===== config.mk =====
export PLATFORM = sky130hd
export DESIGN_NAME = dcmo_ctrl
export DESIGN_NICKNAME = d
export VERILOG_FILES = /design/src/dcmo_pkg.sv /design/src/dcmo_ctrl.sv
export VERILOG_INCLUDE_DIRS = /design/src /design/src/src
export SDC_FILE = /design/constraint.sdc
export NUM_CORES = 1
export LEC_CHECK = 0
export BUFFER_PORTS_ARGS = -buffer_cell sky130_fd_sc_hd__clkbuf_2
export CORE_MARGIN = 5
export CORE_UTILIZATION = 55
export DETAILED_ROUTE_END_ITERATION = 16
export PLACE_DENSITY = 0.79
export SLEW_MARGIN = 10
export SYNTH_ARGS = -nofsm -noshare
export SYNTH_HDL_FRONTEND = slang
export SYNTH_SLANG_ARGS = --single-unit

===== constraint.sdc =====
create_clock -name clk -period 2.6 [get_ports clk]
set_clock_uncertainty 0.1 [all_clocks]
set_input_delay 0.39 -clock clk [delete_from_list [all_inputs] [get_ports clk]]
set_output_delay 0.39 -clock clk [all_outputs]
set_load 0.005 [all_outputs]

===== src/assert_macros.svh =====
// Assertion helpers: clock clk, reset arst_n.
`ifndef ASSERT_MACROS_SVH
`define ASSERT_MACROS_SVH

// Condition that holds at every edge out of reset.
`define DCMO_ASSERT(lbl, expr) \
	lbl: assert property (@(posedge clk) disable iff (!arst_n) (expr)) \
	else $error("dcmo check failed");

// Same-cycle implication.
`define DCMO_ASSERT_IMPL(lbl, ante, cons) \
	lbl: assert property (@(posedge clk) disable iff (!arst_n) (ante) |-> (cons)) \
	else $error("dcmo implication failed");

// Next-cycle implication.
`define DCMO_ASSERT_NEXT(lbl, ante, cons) \
	lbl: assert property (@(posedge clk) disable iff (!arst_n) (ante) |=> (cons)) \
	else $error("dcmo next-cycle check failed");

`endif


===== src/dcmo_pkg.sv =====
package dcmo_pkg;

	localparam int MAX_GOALS  = 31;
	localparam int EXP_TERMS  = 17;
	localparam int SQ_ROUNDS  = 3;
	localparam int IDX_W      = $clog2(MAX_GOALS);
	localparam int CNT_W      = $clog2((MAX_GOALS > EXP_TERMS + 1) ? MAX_GOALS : EXP_TERMS + 1);
	localparam int P_W        = 32;
	localparam int S_W        = 34;
	localparam int ACC_W      = 40;
	localparam int PROD_W     = 64;
	localparam int DIVD_W     = 36;
	localparam int DIV_BITS   = 4;
	localparam int DIV_CYC    = DIVD_W / DIV_BITS;
	localparam int STEP_W     = $clog2(DIV_CYC + 1);
	localparam int PROB_W     = 17;
	localparam int PROB_ONE   = 65536;
	localparam int Q16_HALF   = 8192;
	localparam int IN_W       = 48;
	localparam int OUT_W      = 104;

	typedef logic [IDX_W-1:0]         idx_t;
	typedef logic [CNT_W-1:0]         cnt_t;
	typedef logic [P_W-1:0]           p_t;
	typedef logic signed [S_W-1:0]    s_t;
	typedef logic signed [ACC_W-1:0]  acc_t;
	typedef logic [PROD_W-1:0]        prod_t;
	typedef logic [DIVD_W-1:0]        dvd_t;
	typedef logic [STEP_W-1:0]        step_t;
	typedef logic [PROB_W-1:0]        prob_t;

	typedef enum logic [3:0] {
		ST_IDLE,
		ST_EXP_INIT,
		ST_EXP_MUL,
		ST_EXP_DIVS,
		ST_EXP_DIVW,
		ST_SQ_INIT,
		ST_SQ_MUL,
		ST_SQ_UPD,
		ST_P0,
		ST_P_MUL,
		ST_P_DIVS,
		ST_P_DIVW,
		ST_T_MUL,
		ST_T_P11,
		ST_T_MUL2,
		ST_T_D
	} state_t;

	typedef enum logic [1:0] {
		PH_CALC,
		PH_GRID,
		PH_DRAIN,
		PH_DONE
	} phase_t;

	typedef enum logic [2:0] {
		MUL_EXP,
		MUL_SQ,
		MUL_POIS,
		MUL_GRID,
		MUL_TAU
	} mul_src_t;

	typedef struct packed {
		logic     load;
		logic     exp_init;
		logic     mul_en;
		mul_src_t mul_src;
		logic     div_exp;
		logic     div_pois;
		logic     exp_upd;
		logic     u_init;
		logic     sq_upd;
		logic     p0_wr;
		logic     p_wr;
		logic     p11_upd;
		logic     d_upd;
		logic     grid_vld;
		logic     out_wr;
		logic     side;
		cnt_t     cnt;
		idx_t     j;
	} cmd_t;

	typedef struct packed {
		logic div_busy;
		logic div_done;
		logic out_full;
	} status_t;

endpackage


===== src/dcmo_ctrl.sv =====
`include "assert_macros.svh"

module dcmo_ctrl (
	input  logic              clk,
	input  logic              arst_n,
	input  logic              s_axis_tvalid,
	output logic              s_axis_tready,
	input  dcmo_pkg::status_t status,
	output dcmo_pkg::cmd_t    cmd
);

	dcmo_pkg::state_t state_q, state_n;
	dcmo_pkg::phase_t phase_q, phase_n;
	dcmo_pkg::cnt_t   cnt_q, cnt_n;
	dcmo_pkg::idx_t   j_q, j_n;
	logic             side_q, side_n;
	logic             home_done;

	localparam dcmo_pkg::cnt_t LAST_I = dcmo_pkg::cnt_t'(dcmo_pkg::MAX_GOALS - 1);
	localparam dcmo_pkg::idx_t LAST_J = dcmo_pkg::idx_t'(dcmo_pkg::MAX_GOALS - 1);

	always_ff @(posedge clk or negedge arst_n) begin
		if (!arst_n) begin
			state_q <= dcmo_pkg::ST_IDLE;
			phase_q <= dcmo_pkg::PH_CALC;
			cnt_q   <= '0;
			j_q     <= '0;
			side_q  <= 1'b0;
		end else begin
			state_q <= state_n;
			phase_q <= phase_n;
			cnt_q   <= cnt_n;
			j_q     <= j_n;
			side_q  <= side_n;
		end
	end

	always_comb begin
		state_n       = state_q;
		phase_n       = phase_q;
		cnt_n         = cnt_q;
		j_n           = j_q;
		side_n        = side_q;
		s_axis_tready = 1'b0;
		cmd           = '0;
		cmd.mul_src   = dcmo_pkg::MUL_GRID;
		cmd.side      = side_q;
		cmd.cnt       = cnt_q;
		cmd.j         = j_q;
		unique case (phase_q)
			dcmo_pkg::PH_GRID: begin
				cmd.mul_en   = 1'b1;
				cmd.grid_vld = 1'b1;
				if (j_q == LAST_J) begin
					j_n = '0;
					if (cnt_q == LAST_I)
						phase_n = dcmo_pkg::PH_DRAIN;
					else
						cnt_n = cnt_q + dcmo_pkg::cnt_t'(1);
				end else begin
					j_n = j_q + dcmo_pkg::idx_t'(1);
				end
			end
			dcmo_pkg::PH_DRAIN: phase_n = dcmo_pkg::PH_DONE;
			dcmo_pkg::PH_DONE: begin
				if (!status.out_full) begin
					cmd.out_wr = 1'b1;
					phase_n    = dcmo_pkg::PH_CALC;
					state_n    = dcmo_pkg::ST_IDLE;
				end
			end
			default: begin
				unique case (state_q)
					dcmo_pkg::ST_IDLE: begin
						s_axis_tready = 1'b1;
						if (s_axis_tvalid) begin
							cmd.load = 1'b1;
							side_n   = 1'b0;
							state_n  = dcmo_pkg::ST_EXP_INIT;
						end
					end
					dcmo_pkg::ST_EXP_INIT: begin
						cmd.exp_init = 1'b1;
						cnt_n        = dcmo_pkg::cnt_t'(1);
						state_n      = dcmo_pkg::ST_EXP_MUL;
					end
					dcmo_pkg::ST_EXP_MUL: begin
						cmd.mul_en  = 1'b1;
						cmd.mul_src = dcmo_pkg::MUL_EXP;
						state_n     = dcmo_pkg::ST_EXP_DIVS;
					end
					dcmo_pkg::ST_EXP_DIVS: begin
						cmd.div_exp = 1'b1;
						state_n     = dcmo_pkg::ST_EXP_DIVW;
					end
					dcmo_pkg::ST_EXP_DIVW: begin
						if (status.div_done) begin
							cmd.exp_upd = 1'b1;
							if (cnt_q == dcmo_pkg::cnt_t'(dcmo_pkg::EXP_TERMS)) begin
								state_n = dcmo_pkg::ST_SQ_INIT;
							end else begin
								cnt_n   = cnt_q + dcmo_pkg::cnt_t'(1);
								state_n = dcmo_pkg::ST_EXP_MUL;
							end
						end
					end
					dcmo_pkg::ST_SQ_INIT: begin
						cmd.u_init = 1'b1;
						cnt_n      = '0;
						state_n    = dcmo_pkg::ST_SQ_MUL;
					end
					dcmo_pkg::ST_SQ_MUL: begin
						cmd.mul_en  = 1'b1;
						cmd.mul_src = dcmo_pkg::MUL_SQ;
						state_n     = dcmo_pkg::ST_SQ_UPD;
					end
					dcmo_pkg::ST_SQ_UPD: begin
						cmd.sq_upd = 1'b1;
						if (cnt_q == dcmo_pkg::cnt_t'(dcmo_pkg::SQ_ROUNDS - 1)) begin
							state_n = dcmo_pkg::ST_P0;
						end else begin
							cnt_n   = cnt_q + dcmo_pkg::cnt_t'(1);
							state_n = dcmo_pkg::ST_SQ_MUL;
						end
					end
					dcmo_pkg::ST_P0: begin
						cmd.p0_wr = 1'b1;
						cnt_n     = dcmo_pkg::cnt_t'(1);
						state_n   = dcmo_pkg::ST_P_MUL;
					end
					dcmo_pkg::ST_P_MUL: begin
						cmd.mul_en  = 1'b1;
						cmd.mul_src = dcmo_pkg::MUL_POIS;
						state_n     = dcmo_pkg::ST_P_DIVS;
					end
					dcmo_pkg::ST_P_DIVS: begin
						cmd.div_pois = 1'b1;
						state_n      = dcmo_pkg::ST_P_DIVW;
					end
					dcmo_pkg::ST_P_DIVW: begin
						if (status.div_done) begin
							cmd.p_wr = 1'b1;
							if (cnt_q == LAST_I) begin
								if (side_q) begin
									cnt_n   = dcmo_pkg::cnt_t'(1);
									j_n     = dcmo_pkg::idx_t'(1);
									state_n = dcmo_pkg::ST_T_MUL;
								end else begin
									side_n  = 1'b1;
									state_n = dcmo_pkg::ST_EXP_INIT;
								end
							end else begin
								cnt_n   = cnt_q + dcmo_pkg::cnt_t'(1);
								state_n = dcmo_pkg::ST_P_MUL;
							end
						end
					end
					dcmo_pkg::ST_T_MUL: begin
						cmd.mul_en  = 1'b1;
						cmd.mul_src = dcmo_pkg::MUL_GRID;
						state_n     = dcmo_pkg::ST_T_P11;
					end
					dcmo_pkg::ST_T_P11: begin
						cmd.p11_upd = 1'b1;
						state_n     = dcmo_pkg::ST_T_MUL2;
					end
					dcmo_pkg::ST_T_MUL2: begin
						cmd.mul_en  = 1'b1;
						cmd.mul_src = dcmo_pkg::MUL_TAU;
						state_n     = dcmo_pkg::ST_T_D;
					end
					dcmo_pkg::ST_T_D: begin
						cmd.d_upd = 1'b1;
						cnt_n     = '0;
						j_n       = '0;
						phase_n   = dcmo_pkg::PH_GRID;
					end
					default: state_n = dcmo_pkg::ST_IDLE;
				endcase
			end
		endcase
	end

	assign home_done = state_q == dcmo_pkg::ST_P_DIVW && status.div_done && cnt_q == LAST_I
		&& !side_q && phase_q == dcmo_pkg::PH_CALC;

	`DCMO_ASSERT_IMPL(a_div_start_idle, cmd.div_exp || cmd.div_pois, !status.div_busy)
	`DCMO_ASSERT_NEXT(a_side_switch, home_done, state_q == dcmo_pkg::ST_EXP_INIT && side_q)
	`DCMO_ASSERT_IMPL(a_grid_range, phase_q == dcmo_pkg::PH_GRID, cnt_q <= LAST_I && j_q <= LAST_J)
	`DCMO_ASSERT_IMPL(a_ready_idle, s_axis_tready, phase_q == dcmo_pkg::PH_CALC && !status.div_busy)

endmodule


Word-level counts from Yosys, hierarchy flattened
Index checks and enable logic that the tools add are counted.
W data, S select, Z words.
{"block": "word_totals", "regBits": 17, "inputBits": 6, "output_inout_bits": 29, "word_cells": 121}
{"block": "op_classes", "addsub": 2, "eq_ne": 39, "mux": 56, "bitwise": 3, "n_reduce_logical": 16}
{"op": "$pmux W4 S15", "n": 1}
{"op": "$mux W5", "n": 11}
{"op": "$eq A4 B4 Y1 const B", "n": 8}
{"op": "$pmux W5 S2", "n": 3}
{"op": "$mux W4", "n": 7}
{"op": "$pmux W5 S5", "n": 1}
{"op": "$mux W1", "n": 21}
{"op": "$pmux W4 S5", "n": 1}
{"op": "$ne A3 B3 Y1 const B", "n": 6}
{"op": "$eq A4 B3 Y1 const B", "n": 4}
{"op": "$reduce_bool A16 Y1", "n": 1}
{"op": "$eq A5 B5 Y1 const B", "n": 3}
{"op": "$ne A2 B2 Y1 const B", "n": 7}
{"op": "$mux W12", "n": 1}
{"op": "$ne A3 B2 Y1 const B", "n": 4}
{"op": "$add A5 B1 Y5 const B", "n": 2}
{"op": "$mux W2", "n": 5}
{"op": "$reduce_and A5 Y1", "n": 2}
{"op": "$reduce_and A9 Y1", "n": 1}
{"op": "$eq A4 B2 Y1 const B", "n": 2}
{"op": "$pmux W4 S2", "n": 1}
{"op": "$reduce_or A2 Y1", "n": 4}
{"op": "$pmux W2 S3", "n": 1}
{"op": "$reduce_and A6 Y1", "n": 1}
{"op": "14 further kinds", "n": 18}

Depth between registers and ports, before layout
Gate-level depths: netlist (run 1).
{"block": "depth", "ltp_word": 5, "ltp_mapped": 8, "mapped_depth_nobuf": 7}

Least setup slack after synthesis (run 1)
OpenSTA, ideal clock, no wires.
{"block": "synth_path", "path_kind": "register to register", "start": "reg cnt_q[0]", "end": "reg j_q[4]", "setup_ns": 0.080, "arrival_ns": 1.932, "required_time_ns": 2.420, "slack_ns": 0.487, "stages_incl_launch_ff": 8, "path_buffers": 0, "period_less_slack_ns": 2.113, "path_cell_list": "dfrtp_1 -> inv_1 -> ha_1 -> and4_1 -> a31oi_1 -> a211o_4 -> or4_4 -> o211ai_2"}
{"block": "synth_via", "elab_chain_len": 3}
{"item": "from (decl)", "line": "dcmo_ctrl.sv:14", "text": "dcmo_pkg::cnt_t cnt_q, cnt_n;"}
{"item": "from (signal assigned)", "line": "dcmo_ctrl.sv:32", "text": "cnt_q <= cnt_n;"}
{"item": "$eq A5 B5 Y1"}
{"item": "$ne A3 B2 Y1 (no line)"}
{"item": "$reduce_and A5 Y1 (no line)"}
{"item": "to (signal assigned)", "line": "dcmo_ctrl.sv:33", "text": "j_q <= j_n;"}
{"item": "to (decl)", "line": "dcmo_ctrl.sv:15", "text": "dcmo_pkg::idx_t j_q, j_n;"}
No other way between the ends.
A chain may end at the register's enable or synchronous reset.

==> flow_metrics.env, run 1 <==
export IMPL_htreeDepth=1
export IMPL_synth_ff_type="dfrtp_1"
export IMPL_syn_to_final_growth_pct=12.7
export IMPL_cts_tree="done"
export IMPL_initial_core_util_pct=58.3
export IMPL_critPathLaunchType="flop"
export IMPL_n_fill_cell=253
export IMPL_critPathBufInv=3
export IMPL_syn_nets=217
export IMPL_die_width_um=64.5
export IMPL_mostFrequentLayoutCells="33 x clkbuf_2, 31 x nor2_1, 16 x dfrtp_1"
export IMPL_critical_path_max_stage_delay_ns=0.55
export IMPL_drt_pass1_iterations=5
export IMPL_fp_dieH_um=64.5
export IMPL_dp_hpwl_um=3000
export IMPL_grt_pass1_vias=1562
export IMPL_synth_compound_area_share_pct=20.3
export IMPL_yosys_area_share_xor_xnor_pct=0.536
export IMPL_port_buffers=33
export IMPL_setup_tns_ns=0
export IMPL_ant_nets=0
export IMPL_worst_slew_pin_slew_ns=0.495
export IMPL_drv_cap=0
export IMPL_place_gp_congestion=0.847
export IMPL_clk_latency_ns=0.30
export IMPL_syn_avg_cell_area_um2=8.09
export IMPL_cp_arrival_ns=1.94
export IMPL_hold_viol=0
export IMPL_clk_pin_slew_ns=0.12
export IMPL_die_area_um2=4160
export IMPL_yosys_area_share_simple_pct=32.5
export IMPL_antenna_found_initial=0
export IMPL_clock_fmax_mhz=411
export IMPL_peakVddDrop_v=0.000639
export IMPL_finalSetupViolations=0
export IMPL_grt_max_degree=19
export IMPL_cp_required_ns=2.11
export IMPL_ys_async_sr_fraction_pct=100
export IMPL_fin_nets=249
export IMPL_diodes=0
export IMPL_synth_top_family_by_area="simple AND/OR/NAND/NOR gates"
export IMPL_status="finished clean"
export IMPL_cts_setup_buffers=0
export IMPL_grt_pass1_wl_um=6890
export IMPL_final_common_cell="clkbuf_2"
export IMPL_fin_crit_sh_pct=93.6
export IMPL_min_path_type="input pin to flop"
export IMPL_synth_adder_area_share_pct=6.89
export IMPL_io_pins=35
export IMPL_finalMaxSlewViolations=0
export IMPL_cts_max_path_buffers=2
export IMPL_row_count=19
export IMPL_wl_met2_um=1880
export IMPL_track_usage_pct=20.4
export IMPL_placed_area_um2=1800
export IMPL_wl_met1_um=1800
export IMPL_power_leakage_nw=0.862
export IMPL_wl_per_cell_um=14.7
export IMPL_synth_area_mux_share_pct=4.59
export IMPL_cp_slowest_cell="dfrtp_1"
export IMPL_yosysWarnings=0
export IMPL_met3_length_um=187
export IMPL_coreArea_um2=2810
export IMPL_synth_edf_count=0
export IMPL_drc=0
export IMPL_relSlewSlack_pct=66.2
export IMPL_top_layer="met4"
export IMPL_cp_max_fo=13
export IMPL_global_route_overflow_total=0
export IMPL_crit_type="flop to output pin"
export IMPL_synth_seq_cells=17
export IMPL_drt_iter0_markers=110
export IMPL_grt_setup_unrepaired="no"
export IMPL_place_ws_ns=0.317
export IMPL_synthesis_area_um2=1630
export IMPL_cp_end_kind="output pin"
export IMPL_clock_sinks=17
export IMPL_cpMostUsedCell="a21oi_1"
export IMPL_synth_cell_types=54
export IMPL_yosysSeqAreaShare_pct=26.0
export IMPL_vias=1621
export IMPL_synthCells=202
export IMPL_layout_drive_gt1_share_pct=26.2
export IMPL_p_per_area_nw_per_um2=1220
export IMPL_vias_per_cell=6.14
export IMPL_cp_cell_sequence="buf_4, inv_1, nor2_1, mux2_2, a21oi_1, a21oi_1, clkbuf_2"
export IMPL_cts_root_buf="clkbuf_4"
export IMPL_min_period_ns=2.43
export IMPL_finalInstanceArea_um2=1840
export IMPL_fin_ws_ns=0.167
export IMPL_cts_buffers=3
export IMPL_wirelength_um=3890
export IMPL_crit_family="flip-flops"
cell usage after synthesis (2+ instances only):
cell type | n | area, µm²
a211oi_1 | 2 | 15.0
a21oi_1 | 11 | 55.1
a31oi_1 | 2 | 12.5
and3_1 | 4 | 25.0
and4b_1 | 2 | 20.0
buf_2 | 3 | 15.0
buf_4 | 3 | 22.5
buf_6 | 4 | 45.0
clkbuf_1 | 6 | 22.5
dfrtp_1 | 17 | 425
ha_1 | 9 | 113
inv_1 | 12 | 45.0
mux2_2 | 3 | 33.8
mux2i_1 | 3 | 30.0
nand2_1 | 15 | 56.3
nand2b_1 | 4 | 25.0
nand3_1 | 9 | 45.0
nand4_1 | 4 | 25.0
nor2_1 | 31 | 116
nor2b_1 | 2 | 12.5
nor3_1 | 7 | 35.0
nor4_1 | 2 | 12.5
nor4b_1 | 4 | 35.0
o2111ai_1 | 2 | 17.5
o21ai_0 | 7 | 35.0
o22a_1 | 2 | 17.5
o22ai_1 | 2 | 12.5
o2bb2ai_1 | 2 | 17.5
or3_1 | 3 | 18.8
where the power goes:
part           switching, W  internal, W  leakage, nW
clock             0.0000959    0.0000587       0.0139
combinational      0.000809     0.000679        0.635
sequential         0.000219     0.000381        0.213
cells by family (layout without fill, tap and decap cells):
family	count (synthesis)	count (layout)
and+or+nand+nor	97	97
AOI/OAI and AO/OA	43	43
buffers and inverters	28	59
DFF	17	17
adders and majority gates	9	9
muxes	7	7
xor gates and xnor gates	1	1
tightest hold or removal path: stages:
cell and delay [ns]:
clkbuf_2 0.09, and3_1 0.17, o2bb2ai_1 0.08
sequential cells by signal (all words and copies together), names as in the netlist:
name and flops:
cnt_q 5, phase_q 2, j_q 5, state_q 4
side_q 1
final timing paths:
kind	depth (start not counted)	to	from	slack [ns]
worst max-delay path	7	cmd[25]	state_q[0]	0.17
max in group asynchronous	2	state_q[3]	arst_n	1.61
worst min register to register	1	j_q[3]	j_q[3]	0.45
worst min-delay path	3	side_q	s_axis_tvalid	0.35
min in group asynchronous	2	state_q[0]	arst_n	0.45
worst max register to register	7	j_q[4]	cnt_q[0]	0.27
repair_timing:
action,CTS,global route
gates resized for setup,0,1
hold endpoints to repair,17,0
endpoints found under the setup margin,0,1
hold buffers,1,0
metrics by stage:
| step | std cells | total power, W | utilization, % | hold slack (ns) |
|---|---|---|---|---|
| 6_report | 264 | 0.00224 | 65.7 | 0.354 |
| 5_1_grt | 264 | 0.00246 | 65.7 | 0.362 |
| 3_5_place_dp | 259 | 0.00208 | 64.2 | 0.256 |
| 2_1_floorplan | 202 | 0.00170 | - | -0.00559 |
| 3_3_place_gp | 259 | 0.00204 | 64.2 | 0.253 |
| 4_1_cts | 264 | 0.00224 | 65.6 | 0.352 |
final cells by class:
type                            instances  area (µm²)  share of cell area (%)
Multi-Input combinational cell        157        1060                    57.5
Sequential cell                        17         427                    23.2
Timing Repair Buffer                   43         243                    13.2
Inverter                               12        45.0                    2.45
Tap cell                               31        38.8                    2.11
Clock buffer                            3        22.5                    1.22
Clock inverter                          1        7.51                   0.408
per-layer routing:
metal | GRT usage, % | vias to the layer above
met3 | 4.32 | 4
met5 | 0 | -
li1 | - | 788
met4 | 3.96 | 0
met2 | 35.3 | 46
met1 | 26.5 | 783
(Power assumes the default switching activity.)
==> run 2: changes to the inputs <==
- clock period: 2.6 -> 2.8 ns (I/O delays scaled with it)
==> flow_metrics.env, run 2 (same netlist as run 1, synthesis figures left out) <==
export IMPL_vias_per_cell=6.02
export IMPL_clock_fmax_mhz=389
export IMPL_cpMostUsedCell="a21oi_1"
export IMPL_power_leakage_nw=0.847
export IMPL_io_pins=35
export IMPL_ant_nets=0
export IMPL_cts_max_path_buffers=2
export IMPL_diodes=0
export IMPL_drc=0
export IMPL_track_usage_pct=19.4
export IMPL_clk_latency_ns=0.31
export IMPL_grt_setup_unrepaired="no"
export IMPL_crit_end="cmd[25]"
export IMPL_rr_worst_depth=6
export IMPL_reg_top3="cnt_q: 5 flops, j_q: 5 flops, state_q: 4 flops"
export IMPL_status="finished clean"
export IMPL_die_area_um2=4160
export IMPL_cts_hold_buf=1
export IMPL_top_layer="met4"
export IMPL_layout_drive_gt1_share_pct=24.5
export IMPL_row_count=19
export IMPL_finalSetupViolations=0
export IMPL_worstReg2RegStart="state_q[3]"
export IMPL_finalMaxSlewViolations=0
export IMPL_min_path_type="input pin to flop"
export IMPL_cts_buffers=3
export IMPL_met3_length_um=214
export IMPL_place_gp_congestion=0.844
export IMPL_critical_path_max_stage_delay_ns=0.75
export IMPL_initial_core_util_pct=58.3
export IMPL_critPathLaunchType="flop"
export IMPL_fin_nets=245
export IMPL_drv_cap=0
export IMPL_min_period_ns=2.57
export IMPL_final_common_cell="clkbuf_2"
export IMPL_cp_cell_sequence="inv_1, nor2_1, mux2_2, a21oi_1, a21oi_1, clkbuf_2"
export IMPL_postCtsResizedCells=0
export IMPL_coreArea_um2=2810
export IMPL_global_route_overflow_total=0
export IMPL_cts_tree="done"
export IMPL_wl_per_cell_um=14.6
export IMPL_r2r_end="cnt_q[2]"
export IMPL_clk_pin_slew_ns=0.11
export IMPL_wl_met2_um=1810
export IMPL_syn_to_final_growth_pct=10.6
export IMPL_peakVddDrop_v=0.000695
export IMPL_vias=1564
export IMPL_cts_setup_buffers=0
export IMPL_grt_max_degree=23
export IMPL_die_width_um=64.5
export IMPL_htreeDepth=1
export IMPL_crit_path_start="state_q[0]"
export IMPL_port_buffers=33
export IMPL_cp_max_fo=21
export IMPL_grt_pass1_wl_um=6470
export IMPL_instances_no_fill=260
export IMPL_cp_required_ns=2.28
export IMPL_wirelength_um=3800
export IMPL_relSlewSlack_pct=55.2
export IMPL_drt_iter0_markers=110
export IMPL_crit_type="flop to output pin"
export IMPL_worst_slew_pin_slew_ns=0.673
export IMPL_fin_crit_sh_pct=91.8
export IMPL_setup_tns_ns=0
export IMPL_drt_pass1_iterations=4
export IMPL_p_per_area_nw_per_um2=1120
export IMPL_clock_sinks=17
export IMPL_rrSetupSlack_ns=0.37
export IMPL_cts_root_buf="clkbuf_4"
export IMPL_fp_dieH_um=64.5
export IMPL_wl_met1_um=1740
export IMPL_antenna_found_initial=0
export IMPL_cp_arrival_ns=2.05
export IMPL_hold_viol=0
export IMPL_grt_pass1_vias=1411
export IMPL_mostFrequentLayoutCells="33 x clkbuf_2, 31 x nor2_1, 17 x dfrtp_1"
export IMPL_dp_cells=255
export IMPL_cp_end_kind="output pin"
export IMPL_dp_hpwl_um=2840
export IMPL_cp_slowest_cell="dfrtp_1"
## run 2: how the worst min path moves through the flow
stage | start | to | slack, ns | cells after the start
finish | s_axis_tvalid | state_q[0] | 0.40 | 5
global route | status[0] | phase_q[1] | 0.41 | 4
CTS | s_axis_tvalid | state_q[0] | 0.39 | 5
detailed placement | arst_n | state_q[3] | 0.28 | 1
global placement | arst_n | state_q[3] | 0.28 | 1
floorplan | arst_n | cnt_q[0] | 0.02 | 0
## run 2: area by class of cell
| class | count | area (µm²) |
|---|---|---|
| tap | 31 | 38.8 |
| multi-input combinational | 157 | 1060 |
| clock buffer | 3 | 22.5 |
| fill | 267 | 997 |
| clock inverter | 1 | 5.00 |
| sequential | 17 | 425 |
| inverter | 12 | 45.0 |
| timing repair buffer | 39 | 213 |
## run 2: per-layer routing
| metal | track usage, % | vias up |
|---|---|---|
| li1 | - | 776 |
| met1 | 26.1 | 745 |
| met2 | 31.2 | 38 |
| met3 | 4.49 | 5 |
| met4 | 5.28 | 0 |
| met5 | 0 | - |
## run 2: where the power goes
group	switching (W)	internal, W	leakage, nW
Clock	0.0000904	0.0000534	0.0177
Sequential	0.000230	0.000353	0.215
Combinational	0.000701	0.000594	0.614
Total	0.00102	0.00100	0.847
## run 2: stage by stage
step | cell area [µm²] | hold WS [ns] | power [W] | setup slack (ns) | utilization, %
5_1_grt | 1810 | 0.407 | 0.00223 | 0.0467 | 64.5
3_3_place_gp | 1770 | 0.284 | 0.00185 | 0.457 | 63.1
4_1_cts | 1810 | 0.391 | 0.00203 | 0.266 | 64.5
3_5_place_dp | 1770 | 0.284 | 0.00188 | 0.431 | 63.1
6_report | 1810 | 0.398 | 0.00202 | 0.229 | 64.5
2_1_floorplan | 1630 | 0.0244 | 0.00158 | 0.687 | -
## run 2: worst max-delay path, delay by kind of cell, from the launching register on
family | cells | cell delay [ns]
buffers and inverters | 2 | 0.36
AO/OA/AOI/OAI | 2 | 0.22
multiplexers | 1 | 0.19
AND/OR/NAND/NOR | 1 | 0.23
flip-flops | 1 | 0.75
==> run 3: changes to the inputs <==
- BUFFER_PORTS_ARGS: -buffer_cell sky130_fd_sc_hd__clkbuf_2 -> -buffer_cell sky130_fd_sc_hd__buf_4
==> flow_metrics.env, run 3 (same netlist as run 1, synthesis figures left out) <==
export IMPL_coreArea_um2=2810
export IMPL_wl_per_cell_um=16.1
export IMPL_io_pins=35
export IMPL_antenna_found_initial=0
export IMPL_global_route_overflow_total=0
export IMPL_min_path_type="input pin to flop"
export IMPL_p_per_area_nw_per_um2=1130
export IMPL_clk_pin_slew_ns=0.12
export IMPL_peakVddDrop_v=0.000670
export IMPL_die_width_um=64.5
export IMPL_worstReg2RegStart="phase_q[1]"
export IMPL_status="finished clean"
export IMPL_clock_fmax_mhz=380
export IMPL_crit_type="flop to output pin"
export IMPL_drt_pass1_iterations=5
export IMPL_total_power_w=0.00212
export IMPL_port_buffers=33
export IMPL_dp_hpwl_um=3180
export IMPL_vias=1638
export IMPL_grt_setup_unrepaired="no"
export IMPL_finalMaxSlewViolations=0
export IMPL_min_delay_worst_endpoint="phase_q[0]"
export IMPL_final_common_cell="buf_4"
export IMPL_min_period_ns=2.63
export IMPL_n_fill_cell=238
export IMPL_initial_core_util_pct=58.3
export IMPL_whs_ns=0.391
export IMPL_worst_slew_pin_slew_ns=0.704
export IMPL_clk_latency_ns=0.30
export IMPL_wirelength_um=4170
export IMPL_holdCritStartpoint="status[0]"
export IMPL_power_leakage_nw=0.863
export IMPL_die_area_um2=4160
export IMPL_grt_pass1_vias=1573
export IMPL_syn_to_final_growth_pct=15.4
export IMPL_relSlewSlack_pct=53.1
export IMPL_layout_drive_gt1_share_pct=24.1
export IMPL_mostFrequentLayoutCells="37 x buf_4, 31 x nor2_1, 17 x dfrtp_1"
export IMPL_setup_tns_ns=0
export IMPL_place_gp_congestion=0.845
export IMPL_cts_max_path_buffers=2
export IMPL_finalSetupViolations=0
export IMPL_ant_nets=0
export IMPL_track_usage_pct=20.9
export IMPL_diodes=0
export IMPL_cp_arrival_ns=2.11
export IMPL_drc=0
export IMPL_hold_depth=4
export IMPL_htreeDepth=1
export IMPL_critPathLaunchType="flop"
export IMPL_cp_end_kind="output pin"
export IMPL_hold_viol=0
export IMPL_drv_cap=0
export IMPL_drt_iter0_markers=171
export IMPL_fp_dieH_um=64.5
export IMPL_fin_nets=244
export IMPL_cp_max_fo=16
export IMPL_grt_pass1_wl_um=7100
export IMPL_cts_root_buf="clkbuf_4"
export IMPL_grt_max_degree=23
export IMPL_seqCellArea_um2=425
export IMPL_row_count=19
export IMPL_cp_required_ns=2.28
export IMPL_clock_sinks=17
export IMPL_multi_input_area_um2=1060
export IMPL_rr_worst_depth=7
export IMPL_reg_top3="cnt_q: 5 flops, j_q: 5 flops, state_q: 4 flops"
export IMPL_cts_tree="done"
export IMPL_cts_buffers=3
export IMPL_r2r_end="cnt_q[2]"
export IMPL_rrSetupSlack_ns=0.30
export IMPL_fin_crit_sh_pct=94.0
export IMPL_vias_per_cell=6.32
## run 3: critical path, cell delays in order, from the launching register on
cell and delay (ns):
dfrtp_1 0.67, nor2b_1 0.46, nand2_1 0.11, nor4b_1 0.38, buf_4 0.20
## run 3: per-layer routing
metal	track usage [%]	part of all wire, %	vias up
met5	0	0	-
met1	27.2	41	777
met4	6.60	2.0	0
met3	4.49	7.3	8
met2	34.8	50	75
li1	-	-	778
## run 3: cell type report
| type | instances | area share, % |
|---|---|---|
| timing repair buffer | 38 | 15.3 |
| multi-input combinational | 157 | 56.1 |
| inverter | 12 | 2.39 |
| clock buffer | 3 | 1.19 |
| tap | 31 | 2.06 |
| clock inverter | 1 | 0.398 |
| sequential | 17 | 22.6 |
## run 3: worst max-delay path by stage
stage	from	end	slack [ns]	cells after the start
5_1_grt	state_q[2]	cmd[19]	0.05	4
4_1_cts	state_q[2]	cmd[19]	0.22	4
3_5_place_dp	state_q[1]	cnt_q[2]	0.37	5
3_3_place_gp	state_q[1]	cnt_q[4]	0.50	5
6_report	state_q[2]	cmd[19]	0.17	4
2_1_floorplan	cnt_q[0]	j_q[4]	0.69	7
## run 3: power breakdown
part | internal, W | switching [W] | total (W)
clock network | 0.0000545 | 0.0000896 | 0.000144
logic | 0.000649 | 0.000750 | 0.00140
registers | 0.000353 | 0.000229 | 0.000582
total | 0.00106 | 0.00107 | 0.00212
## run 3: repair_timing
item | 4_1_cts | 5_1_grt
hold endpoints to repair | 17 | 0
gates resized for setup | 0 | 0
setup buffers | 0 | 0
hold buffers | 1 | 0
## run 3: stage by stage
step           setup slack (ns)  util, %  instances  instance area [µm²]
3_3_place_gp              0.505     65.8        254                 1850
5_1_grt                  0.0513     67.2        259                 1890
3_5_place_dp              0.373     65.8        254                 1850
6_report                  0.167     67.2        259                 1890
2_1_floorplan             0.687        -        202                 1630
4_1_cts                   0.218     67.2        259                 1890
